### src/ppm_sum_frame_decoder_assert.svh
// ----------------------------------------------------------------------------
// PPM-sum decoder assertion macros
// Short forms for the concurrent checks used across the decoder modules.
// ----------------------------------------------------------------------------
`ifndef PPM_SUM_FRAME_DECODER_ASSERT_SVH
`define PPM_SUM_FRAME_DECODER_ASSERT_SVH

// cond implies cons in the same cycle
`define PSFD_ASSERT_IMPL(label, clk, rst, cond, cons, msg) \
   label: assert property (@(posedge clk) disable iff (rst) (cond) |-> (cons)) \
      else $error(msg);

// cond implies cons in the following cycle
`define PSFD_ASSERT_NEXT(label, clk, rst, cond, cons, msg) \
   label: assert property (@(posedge clk) disable iff (rst) (cond) |=> (cons)) \
      else $error(msg);

// cond never holds
`define PSFD_ASSERT_NEVER(label, clk, rst, cond, msg) \
   label: assert property (@(posedge clk) disable iff (rst) !(cond)) \
      else $error(msg);

`endif

### src/psfd_pkg.sv
// ----------------------------------------------------------------------------
// PPM-sum frame decoder package
// Field widths, register indexes, event codes and the transaction types
// shared by the decoder modules.
// ----------------------------------------------------------------------------
package psfd_pkg;

   localparam int TIME_W     = 16;
   localparam int PULSE_W    = 12;
   localparam int PERIOD_W   = 15;
   localparam int SYNC_W     = 15;
   localparam int CNT_W      = 5;
   localparam int FS_W       = 8;
   localparam int JIT_W      = 8;
   localparam int IDX_W      = 4;
   localparam int FILT_W     = 2;
   localparam int CSR_IDX_W  = 3;
   localparam int CSR_DATA_W = 15;

   // configuration register indexes
   localparam logic [CSR_IDX_W-1:0] CSR_MIN_PULSE = 3'd0;
   localparam logic [CSR_IDX_W-1:0] CSR_MAX_PULSE = 3'd1;
   localparam logic [CSR_IDX_W-1:0] CSR_MIN_SYNC  = 3'd2;
   localparam logic [CSR_IDX_W-1:0] CSR_MAX_CHAN  = 3'd3;
   localparam logic [CSR_IDX_W-1:0] CSR_FILTER    = 3'd4;
   localparam logic [CSR_IDX_W-1:0] CSR_JITTER    = 3'd5;

   // register reset values
   localparam logic [PULSE_W-1:0] MIN_PULSE_RST = 12'd900;
   localparam logic [PULSE_W-1:0] MAX_PULSE_RST = 12'd2100;
   localparam logic [SYNC_W-1:0]  MIN_SYNC_RST  = 15'd2700;
   localparam logic [CNT_W-1:0]   MAX_CHAN_RST  = 5'd16;
   localparam logic [JIT_W-1:0]   JITTER_RST    = 8'd4;

   // filter modes; the unused code stores raw
   localparam logic [FILT_W-1:0] FILT_RAW    = 2'd0;
   localparam logic [FILT_W-1:0] FILT_AVG    = 2'd1;
   localparam logic [FILT_W-1:0] FILT_JITTER = 2'd2;

   localparam logic [PULSE_W-1:0] SLOT_RESET_VALUE   = 12'd1500;
   localparam logic [CNT_W-1:0]   MIN_FRAME_CHANNELS = 5'd3;
   localparam logic [CNT_W-1:0]   CNT_MAX            = 5'd31;
   localparam logic [FS_W-1:0]    FS_MAX             = 8'd255;

   typedef enum logic [2:0] {
      EV_IGNORED     = 3'd0,
      EV_STORED      = 3'd1,
      EV_OVERFLOW    = 3'd2,
      EV_TOO_MANY    = 3'd3,
      EV_FIRST_SYNC  = 3'd4,
      EV_FRAME       = 3'd5,
      EV_SHORT_FRAME = 3'd6,
      EV_BAD_PULSE   = 3'd7
   } event_type;

   typedef enum logic {
      BK_IDLE,
      BK_EMIT
   } bk_state_type;

   typedef struct packed {
      logic [TIME_W-1:0] edge_time;
      logic              pin_level;
   } req_type;

   typedef struct packed {
      event_type          event_res;
      logic [IDX_W-1:0]   channel_index;
      logic [PULSE_W-1:0] channel_value;
      logic [CNT_W-1:0]   channel_count;
      logic [FS_W-1:0]    failsafe_count;
      logic               frame_valid;
      logic               last;
   } rsp_type;

   typedef struct packed {
      logic                  valid;
      logic [CSR_IDX_W-1:0]  index;
      logic [CSR_DATA_W-1:0] data;
   } csr_type;

   // classified edge handed from front to back
   typedef struct packed {
      logic               rising;
      logic               in_window;
      logic               over_sync;
      logic [PULSE_W-1:0] period;
   } cmd_type;

endpackage

### src/psfd_fifo.sv
// ----------------------------------------------------------------------------
// PPM-sum decoder queue
// Small first-in first-out buffer of register entries with full and empty.
// ----------------------------------------------------------------------------
module psfd_fifo #(
   parameter int WIDTH = 8,
   parameter int DEPTH = 2
) (
   input  logic             clock,
   input  logic             reset,
   input  logic             push,
   input  logic [WIDTH-1:0] wdata,
   output logic             full,
   input  logic             pop,
   output logic [WIDTH-1:0] rdata,
   output logic             empty
);
   `include "ppm_sum_frame_decoder_assert.svh"

   localparam int PTR_W = $clog2(DEPTH);
   localparam int CNT_W = $clog2(DEPTH + 1);

   logic [WIDTH-1:0] mem_ff [DEPTH];
   logic [PTR_W-1:0] wr_ptr_ff, wr_ptr_in;
   logic [PTR_W-1:0] rd_ptr_ff, rd_ptr_in;
   logic [CNT_W-1:0] count_ff, count_in;

   assign full  = (count_ff == CNT_W'(DEPTH));
   assign empty = (count_ff == '0);
   assign rdata = mem_ff[rd_ptr_ff];

   always_comb begin
      wr_ptr_in = wr_ptr_ff;
      rd_ptr_in = rd_ptr_ff;
      count_in  = count_ff;
      if (push) begin
         wr_ptr_in = (wr_ptr_ff == PTR_W'(DEPTH - 1)) ? '0 : wr_ptr_ff + 1'b1;
      end
      if (pop) begin
         rd_ptr_in = (rd_ptr_ff == PTR_W'(DEPTH - 1)) ? '0 : rd_ptr_ff + 1'b1;
      end
      if (push && !pop) begin
         count_in = count_ff + 1'b1;
      end else if (pop && !push) begin
         count_in = count_ff - 1'b1;
      end
   end

   always_ff @(posedge clock) begin
      if (reset) begin
         wr_ptr_ff <= '0;
         rd_ptr_ff <= '0;
         count_ff  <= '0;
      end else begin
         wr_ptr_ff <= wr_ptr_in;
         rd_ptr_ff <= rd_ptr_in;
         count_ff  <= count_in;
      end
   end

   always_ff @(posedge clock) begin
      if (push) begin
         mem_ff[wr_ptr_ff] <= wdata;
      end
   end

   `PSFD_ASSERT_NEVER(a_fifo_no_overflow, clock, reset, push && full, "push into full queue")
   `PSFD_ASSERT_NEVER(a_fifo_no_underflow, clock, reset, pop && empty, "pop from empty queue")
   `PSFD_ASSERT_NEXT(a_fifo_count_up, clock, reset, push && !pop, count_ff == $past(count_ff) + 1'b1, "queue count did not advance on push")

endmodule

### src/psfd_front.sv
// ----------------------------------------------------------------------------
// PPM-sum decoder front end
// Takes edges, measures the interval between rising edges in microseconds
// and classifies it against the pulse window and the sync gap.
// ----------------------------------------------------------------------------
module psfd_front (
   input  logic              clock,
   input  logic              reset,
   input  logic              req_push,
   input  psfd_pkg::req_type req_data,
   input  psfd_pkg::csr_type csr,
   input  logic              cmd_full,
   output logic              cmd_push,
   output psfd_pkg::cmd_type cmd_data
);
   import psfd_pkg::*;

   logic [TIME_W-1:0]  last_edge_ff, last_edge_in;
   logic [PULSE_W-1:0] min_pulse_ff, min_pulse_in;
   logic [PULSE_W-1:0] max_pulse_ff, max_pulse_in;
   logic [SYNC_W-1:0]  min_sync_ff, min_sync_in;

   logic [TIME_W-1:0]   delta;
   logic [PERIOD_W-1:0] period;

   // interval wraps modulo the timer width, then drop the half-tick bit
   assign delta  = req_data.edge_time - last_edge_ff;
   assign period = delta[TIME_W-1:1];

   assign cmd_push = req_push && !cmd_full;

   always_comb begin
      cmd_data.rising    = req_data.pin_level;
      cmd_data.in_window = (period < PERIOD_W'(max_pulse_ff)) &&
                           (period > PERIOD_W'(min_pulse_ff));
      cmd_data.over_sync = (period > min_sync_ff);
      // only consumed when inside the window, so it fits the slot width
      cmd_data.period    = period[PULSE_W-1:0];
   end

   always_comb begin
      last_edge_in = last_edge_ff;
      if (cmd_push && req_data.pin_level) begin
         last_edge_in = req_data.edge_time;
      end
   end

   always_comb begin
      min_pulse_in = min_pulse_ff;
      max_pulse_in = max_pulse_ff;
      min_sync_in  = min_sync_ff;
      if (csr.valid) begin
         case (csr.index)
            CSR_MIN_PULSE: min_pulse_in = csr.data[PULSE_W-1:0];
            CSR_MAX_PULSE: max_pulse_in = csr.data[PULSE_W-1:0];
            CSR_MIN_SYNC:  min_sync_in  = csr.data[SYNC_W-1:0];
            default: ;
         endcase
      end
   end

   always_ff @(posedge clock) begin
      if (reset) begin
         last_edge_ff <= '0;
         min_pulse_ff <= MIN_PULSE_RST;
         max_pulse_ff <= MAX_PULSE_RST;
         min_sync_ff  <= MIN_SYNC_RST;
      end else begin
         last_edge_ff <= last_edge_in;
         min_pulse_ff <= min_pulse_in;
         max_pulse_ff <= max_pulse_in;
         min_sync_ff  <= min_sync_in;
      end
   end

endmodule

### src/psfd_back.sv
// ----------------------------------------------------------------------------
// PPM-sum decoder back end
// Runs the sync and channel state, filters pulses into the slot registers
// and sweeps the slots out as one result per slot on a frame.
// ----------------------------------------------------------------------------
module psfd_back #(
   parameter int NUM_CHANNEL_SLOTS = 8,
   parameter int AVERAGE_WEIGHT    = 1
) (
   input  logic              clock,
   input  logic              reset,
   input  psfd_pkg::csr_type csr,
   input  logic              cmd_empty,
   input  psfd_pkg::cmd_type cmd_data,
   output logic              cmd_pop,
   input  logic              rsp_full,
   output logic              rsp_push,
   output psfd_pkg::rsp_type rsp_data
);
   import psfd_pkg::*;
   `include "ppm_sum_frame_decoder_assert.svh"

   localparam int SLOT_W    = $clog2(NUM_CHANNEL_SLOTS);
   localparam int AVG_DIV   = AVERAGE_WEIGHT + 1;
   localparam int AVG_SHIFT = 17;
   // rounded-up reciprocal; exact for SUM_W-bit sums while AVG_DIV <= 8
   localparam int AVG_RECIP = (2 ** AVG_SHIFT + AVG_DIV - 1) / AVG_DIV;
   localparam int SUM_W     = 14;
   localparam int PROD_W    = 32;
   localparam logic [SLOT_W-1:0] LAST_SLOT = SLOT_W'(NUM_CHANNEL_SLOTS - 1);

   bk_state_type       state_ff, state_in;
   logic               sync_ff, sync_in;
   logic [CNT_W-1:0]   counter_ff, counter_in;
   logic               fv_ff, fv_in;
   logic [FS_W-1:0]    short_ff, short_in;
   logic [SLOT_W-1:0]  slot_ff, slot_in;
   logic [PULSE_W-1:0] raw_ff [NUM_CHANNEL_SLOTS];
   logic [PULSE_W-1:0] raw_in [NUM_CHANNEL_SLOTS];
   logic [CNT_W-1:0]   max_chan_ff, max_chan_in;
   logic [FILT_W-1:0]  filter_ff, filter_in;
   logic [JIT_W-1:0]   jitter_ff, jitter_in;

   logic               cmd_take;
   logic               is_frame_cmd;
   logic               slot_free;
   logic [CNT_W:0]     next_count;
   logic [SLOT_W-1:0]  wr_slot;
   logic [SLOT_W-1:0]  rd_slot;
   logic [PULSE_W-1:0] rd_val;
   logic [SUM_W-1:0]   avg_sum;
   logic [PROD_W-1:0]  avg_prod;
   logic [PULSE_W-1:0] avg_val;
   logic [PULSE_W-1:0] jit_diff;
   logic [PULSE_W-1:0] store_val;
   event_type          ev;
   logic [IDX_W-1:0]   res_idx;
   logic [PULSE_W-1:0] res_val;
   logic               res_last;

   assign cmd_take     = (state_ff == BK_IDLE) && !cmd_empty && !rsp_full;
   assign is_frame_cmd = cmd_data.rising && cmd_data.over_sync && sync_ff &&
                         !cmd_data.in_window && (counter_ff > MIN_FRAME_CHANNELS);
   assign slot_free    = (counter_ff < CNT_W'(NUM_CHANNEL_SLOTS));
   assign next_count   = {1'b0, counter_ff} + 1'b1;
   assign wr_slot      = counter_ff[SLOT_W-1:0];
   // one read port: the sweep slot while emitting, else the pulse slot
   assign rd_slot      = (state_ff == BK_EMIT) ? slot_ff : wr_slot;
   assign rd_val       = raw_ff[rd_slot];

   // pulse filter
   assign avg_sum  = SUM_W'(rd_val) * SUM_W'(AVERAGE_WEIGHT) + SUM_W'(cmd_data.period);
   assign avg_prod = PROD_W'(avg_sum) * PROD_W'(AVG_RECIP);
   assign avg_val  = avg_prod[AVG_SHIFT +: PULSE_W];
   assign jit_diff = (rd_val > cmd_data.period) ? rd_val - cmd_data.period
                                                : cmd_data.period - rd_val;

   always_comb begin
      case (filter_ff)
         FILT_AVG:    store_val = avg_val;
         FILT_JITTER: store_val = (jit_diff > PULSE_W'(jitter_ff)) ? cmd_data.period
                                                                    : rd_val;
         default:     store_val = cmd_data.period;
      endcase
   end

   // next state
   always_comb begin
      state_in = state_ff;
      case (state_ff)
         BK_IDLE: begin
            if (cmd_take && is_frame_cmd) begin
               state_in = BK_EMIT;
            end
         end
         BK_EMIT: begin
            if (!rsp_full && slot_ff == LAST_SLOT) begin
               state_in = BK_IDLE;
            end
         end
         default: state_in = BK_IDLE;
      endcase
   end

   // decoder state update and result
   always_comb begin
      sync_in    = sync_ff;
      counter_in = counter_ff;
      fv_in      = fv_ff;
      short_in   = short_ff;
      slot_in    = slot_ff;
      raw_in     = raw_ff;
      cmd_pop    = 1'b0;
      rsp_push   = 1'b0;
      ev         = EV_IGNORED;
      res_idx    = '0;
      res_val    = '0;
      res_last   = 1'b1;
      case (state_ff)
         BK_IDLE: begin
            if (cmd_take) begin
               cmd_pop  = 1'b1;
               rsp_push = !is_frame_cmd;
               if (!cmd_data.rising) begin
                  ev = EV_IGNORED;
               end else if (cmd_data.in_window && sync_ff) begin
                  if (slot_free) begin
                     raw_in[wr_slot] = store_val;
                     ev = EV_STORED;
                  end else begin
                     ev = EV_OVERFLOW;
                  end
                  if (next_count > {1'b0, max_chan_ff}) begin
                     fv_in   = 1'b0;
                     sync_in = 1'b0;
                     ev      = EV_TOO_MANY;
                  end
                  counter_in = next_count[CNT_W] ? CNT_MAX : next_count[CNT_W-1:0];
               end else if (cmd_data.over_sync && !sync_ff) begin
                  sync_in    = 1'b1;
                  counter_in = '0;
                  fv_in      = 1'b0;
                  ev         = EV_FIRST_SYNC;
               end else if (cmd_data.over_sync) begin
                  counter_in = '0;
                  if (is_frame_cmd) begin
                     // latch the frame; the sweep emits the slots
                     fv_in    = 1'b1;
                     short_in = '0;
                     slot_in  = '0;
                  end else begin
                     if (short_ff != FS_MAX) begin
                        short_in = short_ff + 1'b1;
                     end
                     fv_in = 1'b0;
                     ev    = EV_SHORT_FRAME;
                  end
               end else begin
                  counter_in = '0;
                  fv_in      = 1'b0;
                  sync_in    = 1'b0;
                  ev         = EV_BAD_PULSE;
               end
            end
         end
         BK_EMIT: begin
            if (!rsp_full) begin
               rsp_push = 1'b1;
               ev       = EV_FRAME;
               res_idx  = IDX_W'(slot_ff);
               res_val  = rd_val;
               res_last = (slot_ff == LAST_SLOT);
               slot_in  = slot_ff + 1'b1;
            end
         end
         default: ;
      endcase
   end

   always_comb begin
      rsp_data.event_res      = ev;
      rsp_data.channel_index  = res_idx;
      rsp_data.channel_value  = res_val;
      rsp_data.channel_count  = counter_in;
      rsp_data.failsafe_count = short_in;
      rsp_data.frame_valid    = fv_in;
      rsp_data.last           = res_last;
   end

   always_comb begin
      max_chan_in = max_chan_ff;
      filter_in   = filter_ff;
      jitter_in   = jitter_ff;
      if (csr.valid) begin
         case (csr.index)
            CSR_MAX_CHAN: max_chan_in = csr.data[CNT_W-1:0];
            CSR_FILTER:   filter_in   = csr.data[FILT_W-1:0];
            CSR_JITTER:   jitter_in   = csr.data[JIT_W-1:0];
            default: ;
         endcase
      end
   end

   always_ff @(posedge clock) begin
      if (reset) begin
         state_ff    <= BK_IDLE;
         sync_ff     <= 1'b0;
         counter_ff  <= '0;
         fv_ff       <= 1'b0;
         short_ff    <= '0;
         slot_ff     <= '0;
         max_chan_ff <= MAX_CHAN_RST;
         filter_ff   <= FILT_RAW;
         jitter_ff   <= JITTER_RST;
         for (int i = 0; i < NUM_CHANNEL_SLOTS; i++) begin
            raw_ff[i] <= SLOT_RESET_VALUE;
         end
      end else begin
         state_ff    <= state_in;
         sync_ff     <= sync_in;
         counter_ff  <= counter_in;
         fv_ff       <= fv_in;
         short_ff    <= short_in;
         slot_ff     <= slot_in;
         max_chan_ff <= max_chan_in;
         filter_ff   <= filter_in;
         jitter_ff   <= jitter_in;
         raw_ff      <= raw_in;
      end
   end

   `PSFD_ASSERT_NEVER(a_no_take_while_emit, clock, reset, (state_ff == BK_EMIT) && cmd_pop, "edge taken during frame sweep")
   `PSFD_ASSERT_NEXT(a_frame_entry, clock, reset, cmd_take && is_frame_cmd, fv_ff && (counter_ff == '0) && (slot_ff == '0) && (state_ff == BK_EMIT), "frame sweep entered with wrong state")
   `PSFD_ASSERT_IMPL(a_sync_drop_invalid, clock, reset, $fell(sync_ff), !fv_ff, "sync dropped with frame still valid")
   `PSFD_ASSERT_IMPL(a_sweep_result, clock, reset, rsp_push && (state_ff == BK_EMIT), (rsp_data.event_res == EV_FRAME) && fv_ff, "sweep result without valid frame")

endmodule

### src/ppm_sum_frame_decoder.sv
// ----------------------------------------------------------------------------
// PPM-sum frame decoder
// Decodes timestamped edges of a PPM-sum signal into per-channel pulse
// widths and emits the latched frame one slot per result.
//
//   channel  direction  handshake             payload
//   req      in         req_push / req_full   req_data  (psfd_pkg::req_type)
//   rsp      out        rsp_pop / rsp_empty   rsp_data  (psfd_pkg::rsp_type)
//   csr      in         csr_valid / csr_ready csr_index, csr_wdata
//
// The front takes one edge per cycle, while there is room, into a
// two-entry command queue. The back gives the result of an edge in the
// cycle it takes it; a frame edge starts the slot sweep instead, one
// result per slot. Results wait in a four-entry queue; a full queue stalls
// the back, and once the command queue has filled behind it, the input as
// well. Reset loads every slot with 1500 us.
// csr_ready is always high.
// ----------------------------------------------------------------------------
module ppm_sum_frame_decoder #(
   parameter int NUM_CHANNEL_SLOTS = 8,
   parameter int AVERAGE_WEIGHT    = 1
) (
   input  logic                                  clock,
   input  logic                                  reset,
   input  logic                                  req_push,
   output logic                                  req_full,
   input  psfd_pkg::req_type                     req_data,
   output logic                                  rsp_empty,
   input  logic                                  rsp_pop,
   output psfd_pkg::rsp_type                     rsp_data,
   input  logic                                  csr_valid,
   output logic                                  csr_ready,
   input  logic [psfd_pkg::CSR_IDX_W-1:0]        csr_index,
   input  logic [psfd_pkg::CSR_DATA_W-1:0]       csr_wdata
);
   import psfd_pkg::*;

   localparam int CMD_DEPTH = 2;
   localparam int RSP_DEPTH = 4;
   localparam int CMD_W     = $bits(cmd_type);
   localparam int RSP_W     = $bits(rsp_type);

   csr_type          csr;
   cmd_type          cmd_wdata;
   cmd_type          cmd_rdata;
   logic [CMD_W-1:0] cmd_rvec;
   logic             cmd_push;
   logic             cmd_pop;
   logic             cmd_full;
   logic             cmd_empty;
   rsp_type          rsp_wdata;
   logic [RSP_W-1:0] rsp_rvec;
   logic             rsp_push;
   logic             rsp_full;

   assign csr_ready = 1'b1;
   always_comb begin
      csr.valid = csr_valid && csr_ready;
      csr.index = csr_index;
      csr.data  = csr_wdata;
   end

   assign req_full  = cmd_full;
   assign cmd_rdata = cmd_rvec;
   assign rsp_data  = rsp_rvec;

   psfd_front u_front (
      .clock    (clock),
      .reset    (reset),
      .req_push (req_push),
      .req_data (req_data),
      .csr      (csr),
      .cmd_full (cmd_full),
      .cmd_push (cmd_push),
      .cmd_data (cmd_wdata)
   );

   psfd_fifo #(
      .WIDTH (CMD_W),
      .DEPTH (CMD_DEPTH)
   ) u_cmd_q (
      .clock (clock),
      .reset (reset),
      .push  (cmd_push),
      .wdata (cmd_wdata),
      .full  (cmd_full),
      .pop   (cmd_pop),
      .rdata (cmd_rvec),
      .empty (cmd_empty)
   );

   psfd_back #(
      .NUM_CHANNEL_SLOTS (NUM_CHANNEL_SLOTS),
      .AVERAGE_WEIGHT    (AVERAGE_WEIGHT)
   ) u_back (
      .clock     (clock),
      .reset     (reset),
      .csr       (csr),
      .cmd_empty (cmd_empty),
      .cmd_data  (cmd_rdata),
      .cmd_pop   (cmd_pop),
      .rsp_full  (rsp_full),
      .rsp_push  (rsp_push),
      .rsp_data  (rsp_wdata)
   );

   psfd_fifo #(
      .WIDTH (RSP_W),
      .DEPTH (RSP_DEPTH)
   ) u_rsp_q (
      .clock (clock),
      .reset (reset),
      .push  (rsp_push),
      .wdata (rsp_wdata),
      .full  (rsp_full),
      .pop   (rsp_pop && !rsp_empty),
      .rdata (rsp_rvec),
      .empty (rsp_empty)
   );

endmodule
### config.mk
export PLATFORM = sky130hd
export DESIGN_NAME = ppm_sum_frame_decoder
export DESIGN_NICKNAME = d
export VERILOG_FILES = /design/src/psfd_pkg.sv /design/src/psfd_fifo.sv /design/src/psfd_front.sv /design/src/psfd_back.sv /design/src/ppm_sum_frame_decoder.sv
export VERILOG_INCLUDE_DIRS = /design/src /design/src/src
export SDC_FILE = /design/constraint.sdc
export NUM_CORES = 1
export LEC_CHECK = 0
export BUFFER_PORTS_ARGS = -buffer_cell sky130_fd_sc_hd__buf_2
export CAP_MARGIN = 20
export CORE_MARGIN = 3
export CORE_UTILIZATION = 35
export DETAILED_ROUTE_END_ITERATION = 8
export GPL_ROUTABILITY_DRIVEN = 0
export GPL_TIMING_DRIVEN = 0
export PLACE_DENSITY = 0.54
export REMOVE_ABC_BUFFERS = 1
export SLEW_MARGIN = 10
export SYNTH_ARGS = -nofsm -noshare
export SYNTH_HDL_FRONTEND = slang
export SYNTH_SLANG_ARGS = --single-unit
### constraint.sdc
create_clock -name clock -period 19.15 [get_ports clock]
set_input_delay 3.83 -clock clock [delete_from_list [all_inputs] [get_ports clock]]
set_output_delay 3.83 -clock clock [all_outputs]
set_load 0.03 [all_outputs]
==> results of run 1 <==
power by group through the flow:
| stage | logic [mW] | clock network, mW | registers, mW |
|---|---|---|---|
| 2_1_floorplan | 0.593 | 0 | 0.955 |
| 6_report | 0.821 | 0.842 | 0.949 |
| 3_5_place_dp | 0.822 | 0 | 0.968 |
| 5_1_grt | 0.911 | 0.891 | 0.961 |
| 4_1_cts | 0.827 | 0.865 | 0.952 |
| 3_3_place_gp | 0.798 | 0 | 0.969 |
state kept, by name, indices dropped and copies added, names as in the netlist, 12 cells and up, named ones only:
name,cells
u_cmd_q.mem_ff,30
u_front.min_pulse_ff,12
u_front.min_sync_ff,15
u_front.last_edge_ff,16
u_back.raw_ff,96
u_front.max_pulse_ff,12
u_rsp_q.mem_ff,132
path summary, 6_finish.rpt:
| check | cells after the start | end | slack, ps | startpoint |
|---|---|---|---|---|
| setup reg to reg | 24 | u_back.raw_ff[56]$_SDFFE_PP1P_ | 9540 | u_back.state_ff$_SDFF_PP0_ |
| hold reg to reg | 2 | u_front.last_edge_ff[14]$_SDFFE_PP0P_ | 450 | u_front.last_edge_ff[14]$_SDFFE_PP0P_ |
| setup / recovery | 24 | u_back.raw_ff[56]$_SDFFE_PP1P_ | 9540 | u_back.state_ff$_SDFF_PP0_ |
| hold / removal | 2 | u_front.last_edge_ff[14]$_SDFFE_PP0P_ | 450 | u_front.last_edge_ff[14]$_SDFFE_PP0P_ |
stage by stage:
stage               hold slack (ps)  worst slack, ps  area, sq um  util [%]
finish                          453             9540        20900      41.2
global route                    470             8860        20900      41.2
CTS                             455             9410        20900      41.1
detailed placement              447             9440        19400      38.2
global placement                442             7170        19000      37.4
floorplan                       428            10230        17700         -
worst max-delay path: cells and delay by family (launching register included):
| kind | cells | cell delay [ps] |
|---|---|---|
| AOI/OAI and AO/OA | 13 | 4480 |
| muxes | 3 | 2020 |
| and+or+nand+nor | 3 | 900 |
| DFF | 1 | 720 |
| adders and majority gates | 2 | 720 |
| buffers and inverters | 2 | 400 |
| xor gates and xnor gates | 1 | 160 |
per-layer routing:
metal	routed length [um]	vias up	global-route usage [%]
li1	-	6308	-
met1	19800	6141	21.2
met2	20000	217	26.2
met3	1950	54	2.76
met4	798	2	4.34
met5	7	-	0
area by class of cell:
class	count	area, sq um	area share (%)
clock buffer	49	1080	5.16
clock inverter	27	390	1.87
inverter	112	420	2.01
multi-input combinational	1154	8550	41.0
sequential	361	8850	42.4
tap	672	841	4.03
timing repair buffer	97	741	3.55
cells by family (layout without fill, tap and decap cells):
kind of cell	Yosys count	after routing	share of synthesized area, %
and+or+nand+nor	551	551	14.3
DFF	361	361	48.8
AOI/OAI and AO/OA	344	344	12.5
buffers and inverters	205	285	4.43
adders and majority gates	118	118	8.35
muxes	100	100	9.58
xor gates and xnor gates	39	39	1.88
other	2	2	0.0414
layout by cell type (no fill, tap or decap), drive strengths merged, types with 6 or more instances in the layout:
master,netlist,layout
inv,112,113
a211oi,45,45
buf,17,95
nor4b,9,9
nor4,10,10
o21bai,12,12
o32ai,8,8
mux4,57,57
xor2,15,15
nand2,156,156
clkinv,0,14
nor2b,29,29
clkbuf,76,51
o21ai,34,34
bufinv,0,8
xnor2,24,24
nand2b,30,30
edfxtp,162,162
nor3,79,79
or3,6,6
mux2i,29,29
and2,13,13
a21oi,143,143
nand3,18,18
a211o,16,16
a21o,15,15
mux2,14,14
a31oi,8,8
o21a,13,13
a221oi,9,9
nor2,157,157
and3,16,16
ha,113,113
dfxtp,199,199
nor3b,6,6
nand4,8,8
cell usage after synthesis, drive strengths merged (24+ instances only):
library cell	count
edfxtp	162
inv	112
o21ai	34
mux2i	29
a21oi	143
dfxtp	199
nor2b	29
clkbuf	76
xnor2	24
a211oi	45
nand2	156
ha	113
nand2b	30
nor2	157
nor3	79
mux4	57
==> tab_implementation.tex, run 1 <==
\begin{tabular}{lr}
\hline
Metric & Value \\
\hline
\multicolumn{2}{l}{\textbf{Outcome}} \\
Run status & finished clean \\
\multicolumn{2}{l}{\textbf{STA}} \\
Minimum period implied by the final worst setup slack & 9610 ps \\
Number of slew-limit violations in the final report & 0 \\
Total negative slack for setup checks & 0 ps \\
Fin Clk Skew & 16.6 ps \\
Actual slew at the worst max-slew pin & 1170 ps \\
Final number of hold-violating endpoints & 0 \\
Share of the clock period used by the worst path & 50.2\% \\
Upper clock frequency limit & 0.104 GHz \\
Max\_slew headroom & 22.3\% \\
RSZ-0062 raised after global routing & no \\
Number of failing setup endpoints in the final timing report & 0 \\
\multicolumn{2}{l}{\textbf{Yosys}} \\
Async set or reset register ratio after synthesis & 0\% \\
Register bit count reported by yosys & 361 \\
Number of standard cells after synthesis & 1720 \\
Post-synth EDFFs & 162 \\
Cell area after synthesis & 0.0181 sq mm \\
Top area cells in the synthesized netlist & edfxtp\_1, dfxtp\_1, ha\_1, mux4\_2, a21oi\_1 \\
Area fraction of the dominant cell type after synthesis & 26.8\% \\
Post-synth top area cell & edfxtp\_1 \\
Register area share after synthesis & 48.8\% \\
Synth Flop Type & dfxtp\_1 \\
Yosys warning count & 0 \\
Unique masters post-synth & 73 \\
Synth Area per Inst & 10.5 sq um \\
\multicolumn{2}{l}{\textbf{Worst setup path}} \\
CP most frequent cell & a21oi\_1 \\
Critical path type & reg2reg \\
Type of element launching the critical path & register \\
Crit end category & register \\
Data arrival at the endpoint of the critical path & 10000 ps \\
Cell with the largest stage delay on the worst path & a222oi\_1 \\
Maximum fanout encountered on the critical timing path & 13 \\
Delay of the slowest cell on the worst path & 1100 ps \\
Crit path required time & 19540 ps \\
Ordered list of cells on the worst path & mux2i\_4 -> buf\_16 -> mux4\_2 -> mux2i\_1 -> inv\_1 -> ha\_1 -> or4\_1 -> o211a\_1 -> a21oi\_1 -> a21oi\_1 -> a221oi\_1 -> o22ai\_1 -> xnor2\_1 -> ha\_1 -> a21o\_1 -> a21oi\_1 -> nand2\_1 -> o21ai\_0 -> a31oi\_1 -> a2111o\_1 -> and2\_1 -> a211o\_1 -> a222oi\_1 -> a21oi\_1 \\
\multicolumn{2}{l}{\textbf{Floorplanning}} \\
Number of ports placed on the die boundary & 77 \\
Core area & 0.0507 sq mm \\
Full die area & 0.0545 sq mm \\
Initial cell density of the core & 35.8\% \\
Die outline width & 234 um \\
Std cell rows & 82 \\
Die Ht & 234 um \\
\multicolumn{2}{l}{\textbf{Clock network}} \\
Level count of the clock H-tree & 2 \\
Cell at the root of the clock tree & clkbuf\_16 \\
Resized cells post-CTS & 0 \\
Number of sinks handled by clock tree synthesis & 361 \\
Post-CTS Hold Buffers & 0 \\
Number of buffers created by CTS & 41 \\
Post-CTS setup repair buffer count & 0 \\
Clock slew at the register clock pins of the worst setup and hold paths & 60 ps \\
Clock tree from TritonCTS & built \\
Clock latency on the worst-skew pair & 570 ps \\
Longest Clk Path Bufs & 3 \\
\multicolumn{2}{l}{\textbf{Layout}} \\
Fin nets & 1925 \\
Filler Cells Inserted & 4894 \\
Diode insertion count for antenna repair & 0 \\
Synth-to-layout area growth & 15.2\% \\
Ratio of cells with drive above 1 in the final layout & 15.0\% \\
Non-filler instance count after layout & 2472 \\
\multicolumn{2}{l}{\textbf{Flow run}} \\
Max-cap violations & 0 \\
\multicolumn{2}{l}{\textbf{Drt}} \\
Routed wire length & 42600 um \\
Detailed-route via count & 12700 \\
\# DRC & 0 \\
DR vias/cell & 5.15 \\
Drt initial violations & 904 \\
Final antenna-violating net count & 0 \\
Number of detailed-route iterations in the first pass & 5 \\
Wire per inst & 17.2 um \\
\multicolumn{2}{l}{\textbf{Global routing}} \\
All-layer global routing usage & 15.8\% \\
Global-route wire length before repair & 68300 um \\
Initial antenna violation count & 1 \\
Maximum number of pins on one net before global-route repair & 114 \\
Via count of the first global-routing pass & 12400 \\
Residual overflow from global routing & 0 \\
\multicolumn{2}{l}{\textbf{Power}} \\
Share of total power in combinational logic & 31.4\% \\
Part of the total power dissipated in the clock network & 32.2\% \\
Fraction of power consumed by sequential logic & 36.3\% \\
Leakage power of the design & 7.64 nW \\
Power Total & 2.61 mW \\
Internal power component & 1.74 mW \\
Max IR drop VDD & 48.5 uV \\
Areal power density over the cells & 125 mW/mm\^{}2 \\
Net load switching power & 0.875 mW \\
Switch share & 33.5\% \\
\multicolumn{2}{l}{\textbf{Min path}} \\
Type of the tightest min-delay check & reg2reg \\
\multicolumn{2}{l}{\textbf{Placed design}} \\
Number of I/O port buffers & 74 \\
Placed wire-length estimate & 30600 um \\
Placed instance count & 2393 \\
\hline
\end{tabular}
No activity file was read; power rests on OpenSTA's default activity.
==> inputs of run 2 (changes only) <==
--- a/config.mk
+++ b/config.mk
@@ -6,6 +6,7 @@
 export SDC_FILE = /design/constraint.sdc
 export NUM_CORES = 1
 export LEC_CHECK = 0
+export ABC_AREA = 1
 export BUFFER_PORTS_ARGS = -buffer_cell sky130_fd_sc_hd__buf_2
 export CAP_MARGIN = 20
 export CORE_MARGIN = 3
@@ -13,7 +14,7 @@
 export DETAILED_ROUTE_END_ITERATION = 8
 export GPL_ROUTABILITY_DRIVEN = 0
 export GPL_TIMING_DRIVEN = 0
-export PLACE_DENSITY = 0.54
+export PLACE_DENSITY = 0.56
 export REMOVE_ABC_BUFFERS = 1
 export SLEW_MARGIN = 10
 export SYNTH_ARGS = -nofsm -noshare
==> constraint.sdc (replaced) <==
create_clock -name clock -period 8.4 [get_ports clock]
set_input_delay 1.68 -clock clock [delete_from_list [all_inputs] [get_ports clock]]
set_output_delay 1.68 -clock clock [all_outputs]
set_load 0.03 [all_outputs]
==> tab_implementation.tex, run 2 <==
\begin{tabular}{lr}
\hline
Metric & Value \\
\hline
\multicolumn{2}{l}{\textbf{Outcome}} \\
Run status & finished clean \\
\multicolumn{2}{l}{\textbf{Yosys}} \\
Most used standard cells in the synthesized netlist & nand2\_1, inv\_1, o21ai\_0, a21oi\_1, dfxtp\_1 \\
Area share of fa/ha/maj cells after synthesis & 8.08\% \\
Cell area after synthesis & 0.0187 sq mm \\
Cell with the most instances after synthesis & nand2\_1 \\
Synth Area per Inst & 8.23 sq um \\
Post-synth EDFFs & 162 \\
Yosys warning count & 0 \\
Unique masters post-synth & 54 \\
Synth Flop Type & dfxtp\_1 \\
Share of the synthesized netlist area taken by xor and xnor gates & 1.17\% \\
Fraction of the mapped netlist area in simple logic gates & 17.8\% \\
Share of cell area taken by muxes after synthesis & 0.160\% \\
Area fraction of the dominant cell type after synthesis & 26.0\% \\
Register area share after synthesis & 47.2\% \\
Post-synth top area cell & edfxtp\_1 \\
Register bit count reported by yosys & 361 \\
Dominant combinational cell family by area after synthesis & simple AND/OR/NAND/NOR gates \\
Number of standard cells after synthesis & 2277 \\
Synth Area in Compound Gates & 17.6\% \\
Top area cells in the synthesized netlist & edfxtp\_1, dfxtp\_1, nand2\_1, ha\_1, o21ai\_0 \\
Async set or reset register ratio after synthesis & 0\% \\
\multicolumn{2}{l}{\textbf{Worst setup path}} \\
Data arrival at the endpoint of the critical path & 7800 ps \\
Delay of the slowest cell on the worst path & 690 ps \\
Register-to-Register Setup Slack & 1080 ps \\
Maximum fanout encountered on the critical timing path & 34 \\
Reg-to-Reg Start & u\_back.state\_ff\$\_SDFF\_PP0\_ \\
Critical path type & reg2reg \\
Crit path required time & 8880 ps \\
CP most frequent cell & nand2\_1 \\
Crit end category & register \\
Buffers and inverters on the worst path & 6 \\
Type of element launching the critical path & register \\
Terminus of the critical flop-to-flop path & u\_back.raw\_ff[24]\$\_SDFFE\_PP0P\_ \\
Top cell family by delay on the critical path & compound AO/OA/AOI/OAI gates \\
Cell with the largest stage delay on the worst path & o21ai\_0 \\
Worst-case reg-to-reg path depth & 33 \\
Critical path depth in cells & 33 \\
\multicolumn{2}{l}{\textbf{Global routing}} \\
Maximum number of pins on one net before global-route repair & 119 \\
Global-route wire length before repair & 79700 um \\
Initial antenna violation count & 1 \\
All-layer global routing usage & 17.4\% \\
Via count of the first global-routing pass & 14900 \\
Residual overflow from global routing & 0 \\
\multicolumn{2}{l}{\textbf{Min path}} \\
Start point of the worst hold path & u\_front.last\_edge\_ff[0]\$\_SDFFE\_PP0P\_ \\
Type of the tightest min-delay check & reg2reg \\
Hold Crit Endpoint & u\_front.last\_edge\_ff[0]\$\_SDFFE\_PP0P\_ \\
WHS Path Cells & 2 \\
\multicolumn{2}{l}{\textbf{Layout}} \\
Ratio of cells with drive above 1 in the final layout & 9.19\% \\
Largest registers & u\_rsp\_q.mem\_ff x132, u\_back.raw\_ff x96, u\_cmd\_q.mem\_ff x30 \\
Diode insertion count for antenna repair & 0 \\
Finished layout cell area & 0.0213 sq mm \\
Most common library cell in the layout ignoring fill and taps & nand2\_1 \\
Fin nets & 2477 \\
Filler Cells Inserted & 5349 \\
Flip-flop count of the largest register, all copies and words added & 132 \\
Synth-to-layout area growth & 13.9\% \\
Commonest non-fill, non-tap cells in the layout & nand2\_1, inv\_1, o21ai\_0 \\
Register ranked first by flip-flop count & u\_rsp\_q.mem\_ff \\
Post-layout util & 40.4\% \\
\multicolumn{2}{l}{\textbf{Power}} \\
Max IR drop VDD & 143 uV \\
Areal power density over the cells & 318 mW/mm\^{}2 \\
Leakage power of the design & 8.72 nW \\
\multicolumn{2}{l}{\textbf{STA}} \\
Actual slew at the worst max-slew pin & 1110 ps \\
Minimum period implied by the final worst setup slack & 7320 ps \\
Share of the clock period used by the worst path & 87.2\% \\
Upper clock frequency limit & 0.137 GHz \\
Number of slew-limit violations in the final report & 0 \\
Final number of hold-violating endpoints & 0 \\
Max\_slew headroom & 25.0\% \\
Total negative slack for setup checks & 0 ps \\
Setup slack of the critical path after layout & 1080 ps \\
Fin Clk Skew & 24.0 ps \\
RSZ-0062 raised after global routing & no \\
Number of failing setup endpoints in the final timing report & 0 \\
\multicolumn{2}{l}{\textbf{Floorplanning}} \\
Core area & 0.0528 sq mm \\
Die outline width & 237 um \\
Initial cell density of the core & 35.5\% \\
Std cell rows & 84 \\
Die Ht & 237 um \\
Number of ports placed on the die boundary & 77 \\
Full die area & 0.0563 sq mm \\
\multicolumn{2}{l}{\textbf{Drt}} \\
Routed wire length & 49600 um \\
Wire per inst & 16.3 um \\
Drt initial violations & 974 \\
\# DRC & 0 \\
Number of detailed-route iterations in the first pass & 5 \\
DR vias/cell & 5.12 \\
Final antenna-violating net count & 0 \\
Detailed-route via count & 15600 \\
\multicolumn{2}{l}{\textbf{Clock network}} \\
Cell at the root of the clock tree & clkbuf\_16 \\
Resized cells post-CTS & 0 \\
Post-CTS Hold Buffers & 0 \\
Number of sinks handled by clock tree synthesis & 361 \\
Clock slew at the register clock pins of the worst setup and hold paths & 60 ps \\
Clock latency on the worst-skew pair & 570 ps \\
Level count of the clock H-tree & 2 \\
Clock tree from TritonCTS & built \\
Longest Clk Path Bufs & 3 \\
Number of buffers created by CTS & 40 \\
Post-CTS setup repair buffer count & 0 \\
\multicolumn{2}{l}{\textbf{Placed design}} \\
Setup WS pre-CTS & 1230 ps \\
Instance area after placement & 0.0199 sq mm \\
Placed wire-length estimate & 35000 um \\
Number of I/O port buffers & 74 \\
\multicolumn{2}{l}{\textbf{Flow run}} \\
Max-cap violations & 0 \\
\hline
\end{tabular}
## run 2: how the worst max path moves through the flow
stage	start	endpoint	slack, ps
global placement	u_back.state_ff$_SDFF_PP0_	u_back.raw_ff[43]$_SDFFE_PP1P_	-940
CTS	u_back.state_ff$_SDFF_PP0_	u_back.raw_ff[55]$_SDFFE_PP1P_	1180
global route	u_back.state_ff$_SDFF_PP0_	u_back.raw_ff[34]$_SDFFE_PP1P_	400
detailed placement	u_back.state_ff$_SDFF_PP0_	u_back.raw_ff[34]$_SDFFE_PP1P_	1230
floorplan	u_back.state_ff$_SDFF_PP0_	u_back.raw_ff[27]$_SDFFE_PP1P_	2300
finish	u_back.state_ff$_SDFF_PP0_	u_back.raw_ff[24]$_SDFFE_PP0P_	1080
## run 2: area by class of cell
class | count | area, sq um | area share, %
clock buffer | 51 | 1090 | 5.13
timing repair buffer | 93 | 694 | 3.25
tap | 688 | 861 | 4.03
sequential | 361 | 8850 | 41.5
multi-input combinational | 1543 | 8480 | 39.7
clock inverter | 23 | 304 | 1.43
inverter | 280 | 1060 | 4.95
## run 2: logic make-up after synthesis
family                     count (synthesis)
and+or+nand+nor                          795
AOI/OAI and AO/OA                        600
buffers and inverters                    373
DFF                                      361
adders and majority gates                118
xor gates and xnor gates                  25
muxes                                      3
other                                      2
## run 2: through the flow
| stage | total power [mW] | instances | hold WS (ps) |
|---|---|---|---|
| 6_report | 6.78 | 3039 | 451 |
| 5_1_grt | 7.26 | 3039 | 484 |
| 4_1_cts | 6.83 | 3038 | 458 |
| 3_5_place_dp | 4.97 | 2964 | 451 |
| 3_3_place_gp | 4.87 | 2946 | 441 |
| 2_1_floorplan | 4.13 | 2184 | 432 |
## run 2: where the power goes
group	switching (mW)	leakage, nW	internal [mW]
Combinational	1.91	4.92	0.817
Clock	0.735	0.678	1.12
Sequential	0.0956	3.12	2.10
## run 2: per-layer routing
metal  track usage, %  vias up  share of wire, %
met5                0        -             0.026
met3             2.83       76               5.4
li1                 -     7780                 -
met2             29.1      371                47
met1             23.3     7331                46
met4             5.25        2               2.2
## run 2: tightest hold or removal path, stage by stage (launching register included)
cell and delay, ps:
dfxtp_1 290, inv_1 60, a21oi_1 50
==> inputs of run 3 (changes only) <==
--- a/config.mk
+++ b/config.mk
@@ -13,7 +13,7 @@
 export CORE_UTILIZATION = 35
 export DETAILED_ROUTE_END_ITERATION = 8
 export GPL_ROUTABILITY_DRIVEN = 0
-export GPL_TIMING_DRIVEN = 0
+export HOLD_SLACK_MARGIN = 0.02
 export PLACE_DENSITY = 0.56
 export REMOVE_ABC_BUFFERS = 1
 export SLEW_MARGIN = 10
==> tab_implementation.tex, run 3 (same netlist as run 2, synthesis figures left out) <==
\begin{tabular}{lr}
\hline
Metric & Value \\
\hline
\multicolumn{2}{l}{\textbf{STA}} \\
Share of the clock period used by the worst path & 81.7\% \\
Total negative slack for setup checks & 0 ps \\
Number of failing setup endpoints in the final timing report & 0 \\
Fin Clk Skew & 25.7 ps \\
RSZ-0062 raised after global routing & no \\
Max\_slew headroom & 27.0\% \\
Upper clock frequency limit & 0.146 GHz \\
Number of slew-limit violations in the final report & 0 \\
Actual slew at the worst max-slew pin & 1090 ps \\
Minimum period implied by the final worst setup slack & 6860 ps \\
Final number of hold-violating endpoints & 0 \\
\multicolumn{2}{l}{\textbf{Placed design}} \\
Number of I/O port buffers & 74 \\
Placed instance count & 2969 \\
Placed wire-length estimate & 34500 um \\
\multicolumn{2}{l}{\textbf{Floorplanning}} \\
Std cell rows & 84 \\
Core area & 0.0528 sq mm \\
Initial cell density of the core & 35.5\% \\
Die Ht & 237 um \\
Number of ports placed on the die boundary & 77 \\
Full die area & 0.0563 sq mm \\
Die outline width & 237 um \\
\multicolumn{2}{l}{\textbf{Layout}} \\
Synth-to-layout area growth & 12.9\% \\
Fin nets & 2484 \\
Largest registers & u\_rsp\_q.mem\_ff x132, u\_back.raw\_ff x96, u\_cmd\_q.mem\_ff x30 \\
Ratio of cells with drive above 1 in the final layout & 8.99\% \\
Commonest non-fill, non-tap cells in the layout & nand2\_1, inv\_1, o21ai\_0 \\
Most common library cell in the layout ignoring fill and taps & nand2\_1 \\
Area taken by multi-input logic gates & 0.00845 sq mm \\
Filler Cells Inserted & 5327 \\
Register ranked first by flip-flop count & u\_rsp\_q.mem\_ff \\
Area of all sequential standard cells & 0.00885 sq mm \\
Non-filler instance count after layout & 3046 \\
Flip-flop count of the largest register, all copies and words added & 132 \\
\multicolumn{2}{l}{\textbf{Drt}} \\
Detailed-route via count & 15500 \\
Number of detailed-route iterations in the first pass & 5 \\
\# DRC & 0 \\
DR vias/cell & 5.10 \\
Routed wire length & 49700 um \\
Drt initial violations & 1106 \\
Final antenna-violating net count & 0 \\
Wire per inst & 16.3 um \\
\multicolumn{2}{l}{\textbf{Global routing}} \\
All-layer global routing usage & 17.5\% \\
Via count of the first global-routing pass & 14800 \\
Global-route wire length before repair & 79600 um \\
Residual overflow from global routing & 0 \\
Initial antenna violation count & 2 \\
Maximum number of pins on one net before global-route repair & 119 \\
\multicolumn{2}{l}{\textbf{Clock network}} \\
Clock slew at the register clock pins of the worst setup and hold paths & 60 ps \\
Clock tree from TritonCTS & built \\
Post-CTS Hold Buffers & 0 \\
Clock latency on the worst-skew pair & 570 ps \\
Level count of the clock H-tree & 2 \\
Number of sinks handled by clock tree synthesis & 361 \\
Resized cells post-CTS & 0 \\
Number of buffers created by CTS & 42 \\
Post-CTS setup repair buffer count & 0 \\
Cell at the root of the clock tree & clkbuf\_16 \\
Longest Clk Path Bufs & 3 \\
\multicolumn{2}{l}{\textbf{Min path}} \\
Hold Crit Endpoint & u\_front.last\_edge\_ff[0]\$\_SDFFE\_PP0P\_ \\
Start point of the worst hold path & u\_front.last\_edge\_ff[0]\$\_SDFFE\_PP0P\_ \\
WHS Path Cells & 2 \\
Type of the tightest min-delay check & reg2reg \\
\multicolumn{2}{l}{\textbf{Worst setup path}} \\
Critical path type & reg2reg \\
CP most frequent cell & nand2\_1 \\
Crit end category & register \\
Cell with the largest stage delay on the worst path & o21ai\_0 \\
Terminus of the critical flop-to-flop path & u\_back.raw\_ff[58]\$\_SDFFE\_PP1P\_ \\
Worst-case reg-to-reg path depth & 32 \\
Delay of the slowest cell on the worst path & 670 ps \\
Data arrival at the endpoint of the critical path & 7340 ps \\
Type of element launching the critical path & register \\
Reg-to-Reg Start & u\_back.state\_ff\$\_SDFF\_PP0\_ \\
Crit path required time & 8880 ps \\
Register-to-Register Setup Slack & 1540 ps \\
Maximum fanout encountered on the critical timing path & 28 \\
\multicolumn{2}{l}{\textbf{Flow run}} \\
Max-cap violations & 0 \\
\multicolumn{2}{l}{\textbf{Power}} \\
Leakage power of the design & 8.67 nW \\
Max IR drop VDD & 156 uV \\
Areal power density over the cells & 317 mW/mm\^{}2 \\
\multicolumn{2}{l}{\textbf{Outcome}} \\
Run status & finished clean \\
\hline
\end{tabular}
-- run 3: cell count changes in the layout (fill, tap and decap cells not counted), moves of 2 or more --
| cell | previous run | this run |
|---|---|---|
| buf_4 | 4 | 23 |
| buf_12 | 7 | 0 |
| buf_8 | 4 | 0 |
| clkinv_4 | 3 | 0 |
| clkinvlp_4 | 1 | 4 |
| nor2_1 | 179 | 182 |
| nor2_2 | 12 | 9 |
| buf_16 | 3 | 1 |
| bufinv_16 | 6 | 4 |
| clkbuf_16 | 41 | 43 |
| clkbuf_8 | 3 | 1 |
| clkinv_2 | 5 | 7 |
| inv_1 | 266 | 268 |
-- run 3: where the power goes --
part | switching (mW) | internal [mW] | leakage, nW
sequential | 0.0727 | 2.10 | 3.12
combinational | 1.93 | 0.802 | 4.90
clock | 0.719 | 1.07 | 0.657
total | 2.73 | 3.98 | 8.67
-- run 3: worst max path at each step --
stage	start	to	slack, ps	depth (start not counted)
final	u_back.state_ff$_SDFF_PP0_	u_back.raw_ff[58]$_SDFFE_PP1P_	1540	32
after floorplan	u_back.state_ff$_SDFF_PP0_	u_back.raw_ff[27]$_SDFFE_PP1P_	2300	31
after global routing	u_back.state_ff$_SDFF_PP0_	u_back.raw_ff[17]$_SDFFE_PP0P_	910	32
after global placement	u_back.state_ff$_SDFF_PP0_	u_back.raw_ff[51]$_SDFFE_PP1P_	1750	32
after CTS	u_back.state_ff$_SDFF_PP0_	u_back.raw_ff[58]$_SDFFE_PP1P_	1630	32
after detailed placement	u_back.state_ff$_SDFF_PP0_	u_back.raw_ff[58]$_SDFFE_PP1P_	1650	32
-- run 3: area by class of cell --
type	count	share of cell area, %
Inverter	280	4.97
Tap cell	688	4.07
Multi-Input combinational cell	1543	40.0
Timing Repair Buffer	98	2.70
Clock inverter	24	1.17
Sequential cell	361	41.8
Antenna cell	1	0.0118
Clock buffer	51	5.28
-- run 3: metrics by stage --
| step | area (sq um) | power [mW] | utilization [%] | hold slack [ps] | setup slack, ps |
|---|---|---|---|---|---|
| after detailed placement | 19800 | 4.94 | 37.4 | 446 | 1650 |
| after global routing | 21100 | 7.18 | 40.1 | 476 | 913 |
| after floorplan | 18300 | 4.13 | - | 432 | 2300 |
| final | 21100 | 6.71 | 40.1 | 450 | 1540 |
| after global placement | 19800 | 4.90 | 37.4 | 441 | 1750 |
| after CTS | 21100 | 6.77 | 40.0 | 454 | 1630 |
-- run 3: layer usage --
metal	global-route usage (%)	wire [um]	vias to the layer above
met4	5.42	1120	2
met2	29.3	23400	444
met1	23.5	22300	7203
met3	2.88	2930	75
li1	-	-	7796
met5	0	7	-
-- run 3: worst max-delay path: cells and delay by family (launching register included) --
family                   cells  cell delay [ps]
adder cells (fa/ha/maj)      2              770
flip-flops                   1              510
AO/OA/AOI/OAI                8             2070
buffers and inverters        5             1080
XOR/XNOR                     1              180
AND/OR/NAND/NOR             16             2120
